**config.mk**
```make
export PLATFORM = sky130hd
export DESIGN_NAME = bounded_stack_with_search
export DESIGN_NICKNAME = d
export VERILOG_FILES = /design/src/hw/rtl/bss_pkg.sv /design/src/hw/rtl/bss_cfg.sv /design/src/hw/rtl/bss_cell.sv /design/src/hw/rtl/bounded_stack_with_search.sv
export SDC_FILE = /design/constraint.sdc
export NUM_CORES = 2
export LEC_CHECK = 0
export BUFFER_PORTS_ARGS = -buffer_cell sky130_fd_sc_hd__buf_4
export CAP_MARGIN = 5
export CORE_UTILIZATION = 40
export DETAILED_ROUTE_END_ITERATION = 8
export PLACE_DENSITY = 0.58
export SLEW_MARGIN = 20
export SYNTH_ARGS = -nofsm -noshare
export SYNTH_HDL_FRONTEND = slang
export SYNTH_HIERARCHICAL = 1
export SYNTH_SLANG_ARGS = --single-unit
```
**constraint.sdc**
```tcl
create_clock -name clk -period 6.9 [get_ports clk]
set_input_delay 0.345 -clock clk [delete_from_list [all_inputs] [get_ports clk]]
set_output_delay 0.345 -clock clk [all_outputs]
set_load 0.01 [all_outputs]
```
**src/hw/rtl/bss_pkg.sv**
```systemverilog
// ---------------------------------------------------------------------------
// Bounded stack package
// Shared sizes, operation and status codes, and the cell control struct.
// ---------------------------------------------------------------------------
package bss_pkg;

    // Number of stack cells.
    localparam int DEPTH = 16;

    // Width of an entry count that can hold DEPTH itself.
    localparam int CNT_W = $clog2(DEPTH + 1);

    // Width of a cell position.
    localparam int IDX_W = $clog2(DEPTH);

    // Fixed widths of the interface fields.
    localparam int WORD_W  = 32;
    localparam int CAP_W   = 5;
    localparam int FIDX_W  = 4;
    localparam int COUNT_W = 5;

    // Operation codes of the mode field.
    typedef enum logic [1:0] {
        MODE_PUSH   = 2'd0,
        MODE_POP    = 2'd1,
        MODE_SEARCH = 2'd2,
        MODE_QUERY  = 2'd3
    } mode_t;

    // Result status codes.
    typedef enum logic [1:0] {
        ST_OK        = 2'd0,
        ST_OVERFLOW  = 2'd1,
        ST_UNDERFLOW = 2'd2
    } status_t;

    // Shift control broadcast to every cell.
    typedef struct packed {
        logic push;
        logic pop;
    } bss_shift_t;

endpackage

```
**src/hw/rtl/bss_cfg.sv**
```systemverilog
// ---------------------------------------------------------------------------
// Bounded stack configuration port
// APB-style register holding the capacity, with its clamped working value.
// ---------------------------------------------------------------------------
module bss_cfg
    import bss_pkg::*;
(
    input  logic                clk,
    input  logic                rst_n,
    input  logic                psel,
    input  logic                penable,
    input  logic                pwrite,
    input  logic [2:0]          paddr,
    input  logic [31:0]         pwdata,
    output logic [31:0]         prdata,
    output logic                pready,
    output logic [CNT_W-1:0]    cap_eff
);

    logic [CAP_W-1:0] capacity_reg;
    logic [CAP_W-1:0] capacity_next;
    logic [31:0]      cap_wide;
    logic             cap_sel;

    // The register lives at byte address zero; address four is past the list.
    assign cap_sel = (paddr[2] == 1'b0);
    assign pready  = 1'b1;

    // Register write on the access phase.
    always_comb
    begin
        capacity_next = capacity_reg;
        if (psel && penable && pwrite && pready && cap_sel)
        begin
            capacity_next = pwdata[CAP_W-1:0];
        end
    end

    always_ff @(posedge clk or negedge rst_n)
    begin
        if (!rst_n)
        begin
            capacity_reg <= CAP_W'(16);
        end
        else
        begin
            capacity_reg <= capacity_next;
        end
    end

    // Read back the raw register value.
    assign prdata = cap_sel ? {{(32-CAP_W){1'b0}}, capacity_reg} : 32'd0;

    // Zero acts as one, and anything above the cell count acts as the cell count.
    always_comb
    begin
        cap_wide = {{(32-CAP_W){1'b0}}, capacity_reg};
        if (cap_wide == 32'd0)
        begin
            cap_wide = 32'd1;
        end
        else if (cap_wide > 32'(DEPTH))
        begin
            cap_wide = 32'(DEPTH);
        end
    end

    assign cap_eff = cap_wide[CNT_W-1:0];

endmodule

```
**src/hw/rtl/bss_cell.sv**
```systemverilog
// ---------------------------------------------------------------------------
// Bounded stack cell
// One stack entry: shifts with its neighbors, compares against the key, and
// passes a match-seen flag down the chain so only the topmost match wins.
// ---------------------------------------------------------------------------
module bss_cell
    import bss_pkg::*;
(
    input  logic              clk,
    input  bss_shift_t        shift,
    input  logic [WORD_W-1:0] word_above,
    input  logic [WORD_W-1:0] word_below,
    input  logic [WORD_W-1:0] key,
    input  logic              occupied,
    input  logic              seen_in,
    output logic              seen_out,
    output logic              first_hit,
    output logic [WORD_W-1:0] word
);

    logic [WORD_W-1:0] word_reg;
    logic [WORD_W-1:0] word_next;
    logic              hit;

    // A push moves words toward the bottom, a pop toward the top.
    always_comb
    begin
        word_next = word_reg;
        if (shift.push)
        begin
            word_next = word_above;
        end
        else if (shift.pop)
        begin
            word_next = word_below;
        end
    end

    always_ff @(posedge clk)
    begin
        word_reg <= word_next;
    end

    // Compare only held entries; the first hit from the top claims the match.
    assign hit       = occupied && (word_reg == key);
    assign first_hit = hit && !seen_in;
    assign seen_out  = seen_in || hit;
    assign word      = word_reg;

endmodule

```
**src/hw/rtl/bounded_stack_with_search.sv**
```systemverilog
// ---------------------------------------------------------------------------
// Bounded stack with search
// LIFO store of signed 32-bit words built as a shifting row of cells.
// ---------------------------------------------------------------------------
// Usage: drive mode and value and raise start for one cycle; the word is
// taken at that edge whenever busy is low. busy is always low, so a new
// command may be issued in every cycle. Modes are push, pop, search and
// status query.
// Results: the result word is registered on the result ports at the
// accepting edge and marked by done for a single cycle. Throughput is one
// command per cycle: the top cell holds the top of stack, so push, pop and
// the parallel compare in every cell all complete at the accepting edge.
// The receiver cannot stall; each result must be taken while done is high.
// Capacity is written through the APB port at address 0 (reset value 16);
// zero acts as one and values above the cell count act as the cell count.
// Reset empties the stack and clears done; no clearing pass is needed since
// only pushed cells are ever read.
// ---------------------------------------------------------------------------
module bounded_stack_with_search
    import bss_pkg::*;
(
    input  logic                     clk,
    input  logic                     rst_n,
    input  logic                     start,
    output logic                     busy,
    input  logic [1:0]               mode,
    input  logic signed [WORD_W-1:0] value,
    output logic                     done,
    output logic [1:0]               status,
    output logic                     found,
    output logic [FIDX_W-1:0]        found_index,
    output logic [COUNT_W-1:0]       entry_count,
    output logic                     is_empty,
    output logic                     is_full,
    output logic signed [WORD_W-1:0] top_word,
    output logic signed [WORD_W-1:0] bottom_word,
    input  logic                     psel,
    input  logic                     penable,
    input  logic                     pwrite,
    input  logic [2:0]               paddr,
    input  logic [31:0]              pwdata,
    output logic [31:0]              prdata,
    output logic                     pready
);

    logic [CNT_W-1:0]  cap_eff;
    logic              accept;
    bss_shift_t        shift;
    logic [WORD_W-1:0] cell_word [DEPTH];
    logic [WORD_W-1:0] above     [DEPTH];
    logic [WORD_W-1:0] below     [DEPTH];
    logic [DEPTH:0]    seen;
    logic [DEPTH-1:0]  first_hit;
    logic [DEPTH-1:0]  occupied;

    logic [CNT_W-1:0]  fill_reg;
    logic [CNT_W-1:0]  fill_next;
    logic [WORD_W-1:0] bottom_reg;
    logic [WORD_W-1:0] bottom_next;

    logic              done_reg;
    logic [1:0]        status_reg;
    logic [1:0]        status_next;
    logic              found_reg;
    logic              found_next;
    logic [FIDX_W-1:0] fidx_reg;
    logic [FIDX_W-1:0] fidx_next;
    logic [COUNT_W-1:0] count_reg;
    logic              empty_reg;
    logic              full_reg;
    logic [WORD_W-1:0] top_reg;
    logic [WORD_W-1:0] top_next;
    logic [WORD_W-1:0] bot_out_reg;
    logic [WORD_W-1:0] bot_out_next;

    logic [IDX_W-1:0]  hit_pos;
    logic [31:0]       fidx_wide;
    logic [31:0]       count_wide;

    // Configuration register.
    bss_cfg u_cfg (
        .clk     (clk),
        .rst_n   (rst_n),
        .psel    (psel),
        .penable (penable),
        .pwrite  (pwrite),
        .paddr   (paddr),
        .pwdata  (pwdata),
        .prdata  (prdata),
        .pready  (pready),
        .cap_eff (cap_eff)
    );

    assign busy   = 1'b0;
    assign accept = start && !busy;

    // Decide the shift and the status for this command.
    always_comb
    begin
        shift       = '0;
        status_next = ST_OK;
        fill_next   = fill_reg;
        case (mode)
            MODE_PUSH:
            begin
                if (fill_reg >= cap_eff)
                begin
                    status_next = ST_OVERFLOW;
                end
                else
                begin
                    shift.push = accept;
                    fill_next  = fill_reg + CNT_W'(1);
                end
            end
            MODE_POP:
            begin
                if (fill_reg == '0)
                begin
                    status_next = ST_UNDERFLOW;
                end
                else
                begin
                    shift.pop = accept;
                    fill_next = fill_reg - CNT_W'(1);
                end
            end
            default:
            begin
            end
        endcase
    end

    // Row of cells, cell zero holding the top of stack.
    assign seen[0] = 1'b0;

    generate
        for (genvar k = 0; k < DEPTH; k++)
        begin : g_cell
            assign occupied[k] = (CNT_W'(k) < fill_reg);
            assign above[k]    = (k == 0) ? value : cell_word[(k == 0) ? 0 : k-1];
            assign below[k]    = (k == DEPTH-1) ? cell_word[k]
                                                : cell_word[(k == DEPTH-1) ? k : k+1];

            bss_cell u_cell (
                .clk        (clk),
                .shift      (shift),
                .word_above (above[k]),
                .word_below (below[k]),
                .key        (value),
                .occupied   (occupied[k]),
                .seen_in    (seen[k]),
                .seen_out   (seen[k+1]),
                .first_hit  (first_hit[k]),
                .word       (cell_word[k])
            );
        end
    endgenerate

    // Encode the winning cell; its position from the bottom is fill - 1 - k.
    always_comb
    begin
        hit_pos = '0;
        for (int k = 0; k < DEPTH; k++)
        begin
            if (first_hit[k])
            begin
                hit_pos = hit_pos | IDX_W'(k);
            end
        end
    end

    assign fidx_wide  = 32'(fill_reg) - 32'd1 - 32'(hit_pos);
    assign count_wide = 32'(fill_next);

    always_comb
    begin
        found_next = 1'b0;
        fidx_next  = '0;
        if ((mode == MODE_SEARCH) && seen[DEPTH])
        begin
            found_next = 1'b1;
            fidx_next  = fidx_wide[FIDX_W-1:0];
        end
    end

    // Top and bottom words as they stand after the command.
    always_comb
    begin
        bottom_next = bottom_reg;
        if (shift.push && (fill_reg == '0))
        begin
            bottom_next = value;
        end

        if (shift.push)
        begin
            top_next = value;
        end
        else if (shift.pop)
        begin
            top_next = (fill_reg > CNT_W'(1)) ? cell_word[1] : '0;
        end
        else
        begin
            top_next = (fill_reg != '0) ? cell_word[0] : '0;
        end

        bot_out_next = (fill_next != '0) ? bottom_next : '0;
    end

    // Control state.
    always_ff @(posedge clk or negedge rst_n)
    begin
        if (!rst_n)
        begin
            fill_reg <= '0;
            done_reg <= 1'b0;
        end
        else
        begin
            done_reg <= accept;
            if (accept)
            begin
                fill_reg <= fill_next;
            end
        end
    end

    // Bottom word and result registers.
    always_ff @(posedge clk)
    begin
        if (accept)
        begin
            bottom_reg  <= bottom_next;
            status_reg  <= status_next;
            found_reg   <= found_next;
            fidx_reg    <= fidx_next;
            count_reg   <= count_wide[COUNT_W-1:0];
            empty_reg   <= (fill_next == '0);
            full_reg    <= (fill_next >= cap_eff);
            top_reg     <= top_next;
            bot_out_reg <= bot_out_next;
        end
    end

    assign done        = done_reg;
    assign status      = status_reg;
    assign found       = found_reg;
    assign found_index = fidx_reg;
    assign entry_count = count_reg;
    assign is_empty    = empty_reg;
    assign is_full     = full_reg;
    assign top_word    = top_reg;
    assign bottom_word = bot_out_reg;

`ifndef ASSERT_OFF
    // The stack never holds more entries than it has cells.
    a_fill_bound: assert property (@(posedge clk) disable iff (!rst_n)
        fill_reg <= CNT_W'(DEPTH))
        else $error("fill level exceeds cell count");

    // Every accepted command yields one result in the next cycle.
    a_done_follows: assert property (@(posedge clk) disable iff (!rst_n)
        accept |=> done)
        else $error("result strobe missing after accepted command");

    // A successful push grows the fill level by exactly one.
    a_push_grows: assert property (@(posedge clk) disable iff (!rst_n)
        (accept && shift.push) |=> (fill_reg == $past(fill_reg) + CNT_W'(1)))
        else $error("push did not grow the stack");

    // Only a search can report a match.
    a_found_search: assert property (@(posedge clk) disable iff (!rst_n)
        (accept && (mode != MODE_SEARCH)) |=> !found)
        else $error("match reported outside a search");
`endif

endmodule
```
## Word level (Yosys, flattened, before mapping)

Cells that the tools add are included.

| storage, ports and cells | value |
|---|---|
| output and inout port bits | 113 |
| register bits after elaboration | 633 |

| operators by class | value |
|---|---|
| magnitude comparators | 20 |
| mux-type cells | 64 |
| bitwise logic cells | 1 |
| reductions and logical operators | 73 |
| $add $sub $neg | 4 |
| eq/ne operators | 18 |

Operator list:

| kind | number |
|---|---|
| two-way mux 32 bit | 35 |
| equality test 32 bit | 16 |
| < comparator 4 x 5 -> 1 bit, first input constant | 8 |
| logical AND 1 bit | 36 |
| two-way mux 4 bit | 8 |
| two-way mux 5 bit | 5 |
| < comparator 3 x 5 -> 1 bit, first input constant | 4 |
| logical NOT 1 bit | 15 |
| logical NOT 5 bit | 3 |
| logical OR 1 bit | 15 |
| two-way mux 3 bit | 4 |
| >= comparator 5 bit | 2 |
| < comparator 1 x 5 -> 1 bit, first input constant | 2 |
| < comparator 2 x 5 -> 1 bit, first input constant | 2 |
| case mux 5 bit (2 select lines) | 1 |
| nonzero test 5 bit | 2 |
| two-way mux 1 bit | 7 |
| two-way mux 2 bit | 3 |
| adder 5 x 1 -> 5 bit, second input constant | 1 |
| greater-than comparator 5 x 1 -> 1 bit, second input constant | 1 |
| greater-than comparator 5 bit, second input constant | 1 |
| subtractor 5 x 1 -> 5 bit, second input constant | 1 |
| case mux 2 bit (2 select lines) | 1 |
| subtractor 4 x 1 -> 4 bit, second input constant | 1 |
| 6 further kinds | 6 |

## Depth between registers and ports, before layout

| depth | value |
|---|---|
| depth after elaboration | 20 |
| gate-level depth with buffers | 44 |
| depth with buffers taken out | 43 |

## By module

Netlist, hierarchy kept.

By module, submodules not included:

| module | area an instance (um^2) | sequential area each (um^2) | times used | cells an instance |
|---|---|---|---|---|
| bss_cell | 1725.4 | 960.9 | 16 | 115 |
| bounded_stack_with_search | 5776.8 | 3453.3 | 1 | 457 |
| bss_cfg | 500.5 | 126.4 | 1 | 53 |

## Worst setup path after synthesis

No wires, ideal clock.

| timing | value |
|---|---|
| path kind | register to register |
| from | register fill_reg[1] |
| to | register fidx_reg[2], in the netlist found_index[2] (data pin) |
| data required time | 6.643 ns |
| setup time | 0.257 ns |
| path buffers | 1 |
| data arrival time | 5.286 ns |
| stages on the path, launching flop included | 42 |
| setup slack | 1.357 ns |
| period minus slack after synthesis | 5.543 ns |
| path through | dfrtp_1 -> clkbuf_1 -> inv_1 -> ha_1 -> o21ai_0 -> nand2_1 -> or4_4 -> o31ai_2 -> inv_1 -> o31ai_2 -> inv_1 -> o31ai_2 -> inv_1 -> o31ai_2 -> inv_1 -> o31ai_2 -> inv_1 -> o31ai_2 -> [... 6 more ...] -> inv_1 -> o31ai_2 -> inv_1 -> o31ai_2 -> inv_1 -> o31ai_2 -> inv_1 -> o31ai_2 -> inv_1 -> o31ai_2 -> nor4_2 -> or4_1 -> nor2_1 -> ha_1 -> inv_1 -> fa_1 -> xor2_1 -> nor2_1 |

| between the ends | value |
|---|---|
| word-level cells in the longest chain between the ends | 20 |
| elaborated cells on any way between the ends | 93 |
| those cells by class | add/sub (2); order compare (16); mux (15); reduce/logical (60) |

Ends and longest elaborated chain:

| item | RTL line | RTL |
|---|---|---|
| from (decl) | bounded_stack_with_search.sv:56 | `logic [CNT_W-1:0] fill_reg;` |
| from (signal assigned) | bounded_stack_with_search.sv:225 | `fill_reg <= fill_next;` |
| < comparator 1 x 5 -> 1 bit | bounded_stack_with_search.sv:140 | `assign occupied[k] = (CNT_W'(k) < fill_reg);` |
| named net occupied[1] | bounded_stack_with_search.sv:54 | `logic [DEPTH-1:0] occupied;` |
| logical AND 1 bit | bss_cell.sv:45 | `assign hit = occupied && (word_reg == key);` |
| logical OR 1 bit | bss_cell.sv:47 | `assign seen_out = seen_in \|\| hit;` |
| named net seen[2] | bounded_stack_with_search.sv:52 | `logic [DEPTH:0] seen;` |
| logical OR 1 bit | bss_cell.sv:47 |  |
| named net seen[3] | bounded_stack_with_search.sv:52 |  |
| logical OR 1 bit | bss_cell.sv:47 |  |
| named net seen[4] | bounded_stack_with_search.sv:52 |  |
| [... 1 more ...] | -- |  |
| named net seen[5] | bounded_stack_with_search.sv:52 |  |
| [... 1 more ...] | -- |  |
| named net seen[6] | bounded_stack_with_search.sv:52 |  |
| [... 1 more ...] | -- |  |
| named net seen[7] | bounded_stack_with_search.sv:52 |  |
| [... 1 more ...] | -- |  |
| named net seen[8] | bounded_stack_with_search.sv:52 |  |
| [... 1 more ...] | -- |  |
| named net seen[9] | bounded_stack_with_search.sv:52 |  |
| [... 1 more ...] | -- |  |
| named net seen[10] | bounded_stack_with_search.sv:52 |  |
| [... 1 more ...] | -- |  |
| named net seen[11] | bounded_stack_with_search.sv:52 |  |
| [... 1 more ...] | -- |  |
| named net seen[12] | bounded_stack_with_search.sv:52 |  |
| [... 1 more ...] | -- |  |
| named net seen[13] | bounded_stack_with_search.sv:52 |  |
| [... 1 more ...] | -- |  |
| named net seen[14] | bounded_stack_with_search.sv:52 |  |
| logical OR 1 bit | bss_cell.sv:47 |  |
| named net seen[15] | bounded_stack_with_search.sv:52 |  |
| logical NOT 1 bit | bss_cell.sv:46 | `assign first_hit = hit && !seen_in;` |
| logical AND 1 bit | bss_cell.sv:46 |  |
| named net first_hit[15] | bounded_stack_with_search.sv:53 | `logic [DEPTH-1:0] first_hit;` |
| two-way mux 4 bit | bounded_stack_with_search.sv:166 | `if (first_hit[k])` |
| subtractor 4 bit | bounded_stack_with_search.sv:173 | `assign fidx_wide = 32'(fill_reg) - 32'd1 - 32'(hit_pos);` |
| to (signal assigned) | bounded_stack_with_search.sv:238 | `fidx_reg <= fidx_next;` |
| to (decl) | bounded_stack_with_search.sv:66 | `logic [FIDX_W-1:0] fidx_reg;` |

The timed path passes the listed nets, and every way through them passes these cells.
A chain may end at the register's enable or synchronous reset.

## Worst setup path after layout

Same ends and word-level chain as after synthesis.

==> flow_summary.toml <==
[floorplan]
initial_utilization_pct = 40.5
chipWidth_um = 293
pin_count = 188
chipHeight_um = 293
core_region_area_um2 = 83700
num_rows = 106
dieArea_um2 = 85800

[sta]
drv_slew = 0
timing.hold.ws_ns = 0.115
finalSetupTns_ns = 0
slew_headroom_pct = 28.8
fin_crit_ns = 6.42
setup_violations = 0
fin_skew_ns = 0.0278
period_share_pct = 93.0
tightest_slew_ns = 1.07
final-hold-violation-count = 0
max_clock_freq_ghz = 0.156
rsz0062_at_grt = "false"
fin_ws_ns = 0.480

[worst_setup_path]
worstReg2RegEnd = "found_index[2]$_SDFFCE_PN0P_"
crit_fanout = 6
cp.required_ns = 7.25
max_stage_delay_ns = 0.48
cpMostUsedCell = "inv_1"
reg2reg_setup_slack_ns = 0.48
arrival_ns = 6.77
cp_slowest_cell = "or4_4"
reg2reg_depth = 40
r2r-start = "fill_reg[1]$_DFFE_PN0P_"
worst_setup_path_start_kind = "register"
endpoint_kind = "register"
crit_type = "reg -> reg"

[route]
dr.pass1.iters = 5
drt_iter0_markers = 1224
antenna_left = 0
drc = 0
avgViaCountPerCell = 5.26
wl_per_cell_um = 23.1
vias = 19463
drt_wl_total_um = 85400

[global_routing]
track_usage_pct = 19.8
grt_pass1_wl_um = 130000
grt_use_met2_pct = 34.6
grt-busiest-layer = "met2"
gr-usage-met1_pct = 25.2
use_met3_pct = 2.68
antenna_found_initial = 3
first_global_vias = 20896
gr-total-overflow = 0
grt_max_degree = 156

[final_layout]
seqCellArea_um2 = 19000
final_common_cell = "edfxtp_1"
syn2layout_area_growth_pct = 13.5
multi_input_area_um2 = 14300
final_cells = 3697
drive_gt1_share_pct = 35.1
layout_common_cells = "edfxtp_1 (622), mux2_2 (551), xnor2_1 (260), xor2_1 (257), buf_4 (163)"
nNetsFinal = 2598
nFillCells = 7440
fin_area_um2 = 38400
largest_reg_flops = 512

[clock_tree]
clock_latency_ns = 0.62
cts_sinks = 633
ctsHtreeMaxLevel = 3
cts_tree = "yes"
cts_setup_buffers = 0
clk_pin_slew_ns = 0.06
cts_inserted_buffers = 75
clk_root_buffer_cell = "clkbuf_16"
clockBufferDepth = 3

[place]
pre_cts_slack_ns = 0.535
io_buffers = 129
place_area_um2 = 36100
place.gp.congestion = 0.838
dpl.cell_count = 3556
dp_hpwl_um = 61400

[logic_synthesis]
synth_area_um2 = 33900
synth_cells = 2349
syn_area_per_cell_um2 = 14.4
yosys_warnings = 6

[power_and_ir_drop]
leakage_uw = 0.0128
ir_worst_vdd_mv = 0.167
power-per-cell-area_nw_per_um2 = 291

[flow_run]
maxCapViolations = 0

[hold_path]
hold_class = "in -> reg"
hp-start = "start"
min_to = "top_word[21]$_DFFE_PP_"
min_delay_path_depth = 1

[outcome]
status = "finished, final reports clean"
cell type report:
class	count	area share, %
clock buffers	98	5.27
well taps	1134	3.69
diodes	1	0.00651
multi-input cells	1588	37.1
clock inverters	36	0.690
flip-flops and latches	633	49.3
inverters	33	0.342
repair buffers	174	3.58
worst max path at each step:
stage | from | slack [ns] | endpoint
after floorplan | fill_reg[1]$_DFFE_PN0P_ | 1.36 | found_index[2]$_SDFFCE_PN0P_
after global placement | value[19] | 0.39 | found_index[2]$_SDFFCE_PN0P_
after detailed placement | value[19] | 0.53 | found_index[2]$_SDFFCE_PN0P_
after CTS | fill_reg[1]$_DFFE_PN0P_ | 0.53 | found_index[2]$_SDFFCE_PN0P_
after global routing | fill_reg[1]$_DFFE_PN0P_ | 0.002 | found_index[2]$_SDFFCE_PN0P_
final | fill_reg[1]$_DFFE_PN0P_ | 0.48 | found_index[2]$_SDFFCE_PN0P_
where the power goes:
group          switching (uW)  total, uW  internal, uW
Combinational            1180       2180          1000
Clock                    1550       3760          2210
Sequential                356       5220          4860
stage by stage:
step | power, uW | utilization [%]
after floorplan | 6710 | -
after global routing | 11700 | 45.9
after CTS | 11300 | 45.9
final | 11200 | 45.9
after detailed placement | 7490 | 43.1
after global placement | 7420 | 43.1
timing repair:
action,CTS,global route
endpoints found under the hold margin,16,0
resized for setup,0,0
hold buffers,6,0
critical path, delay by kind of cell, from the launching register on:
kind / cells / cell delay, ns
AOI/OAI and AO/OA: 15 / 1.89
DFF: 1 / 0.35
adders and majority gates: 3 / 0.84
buffers and inverters: 15 / 1.37
and+or+nand+nor: 6 / 1.60
xor gates and xnor gates: 1 / 0.13
metal layers:
metal / part of all wire (%) / vias to the layer above
met4: 2.7 / 0
met2: 51 / 371
met5: 0 / -
li1: - / 9060
met1: 43 / 9909
met3: 3.2 / 123
Power figures use the tool's default switching activity.
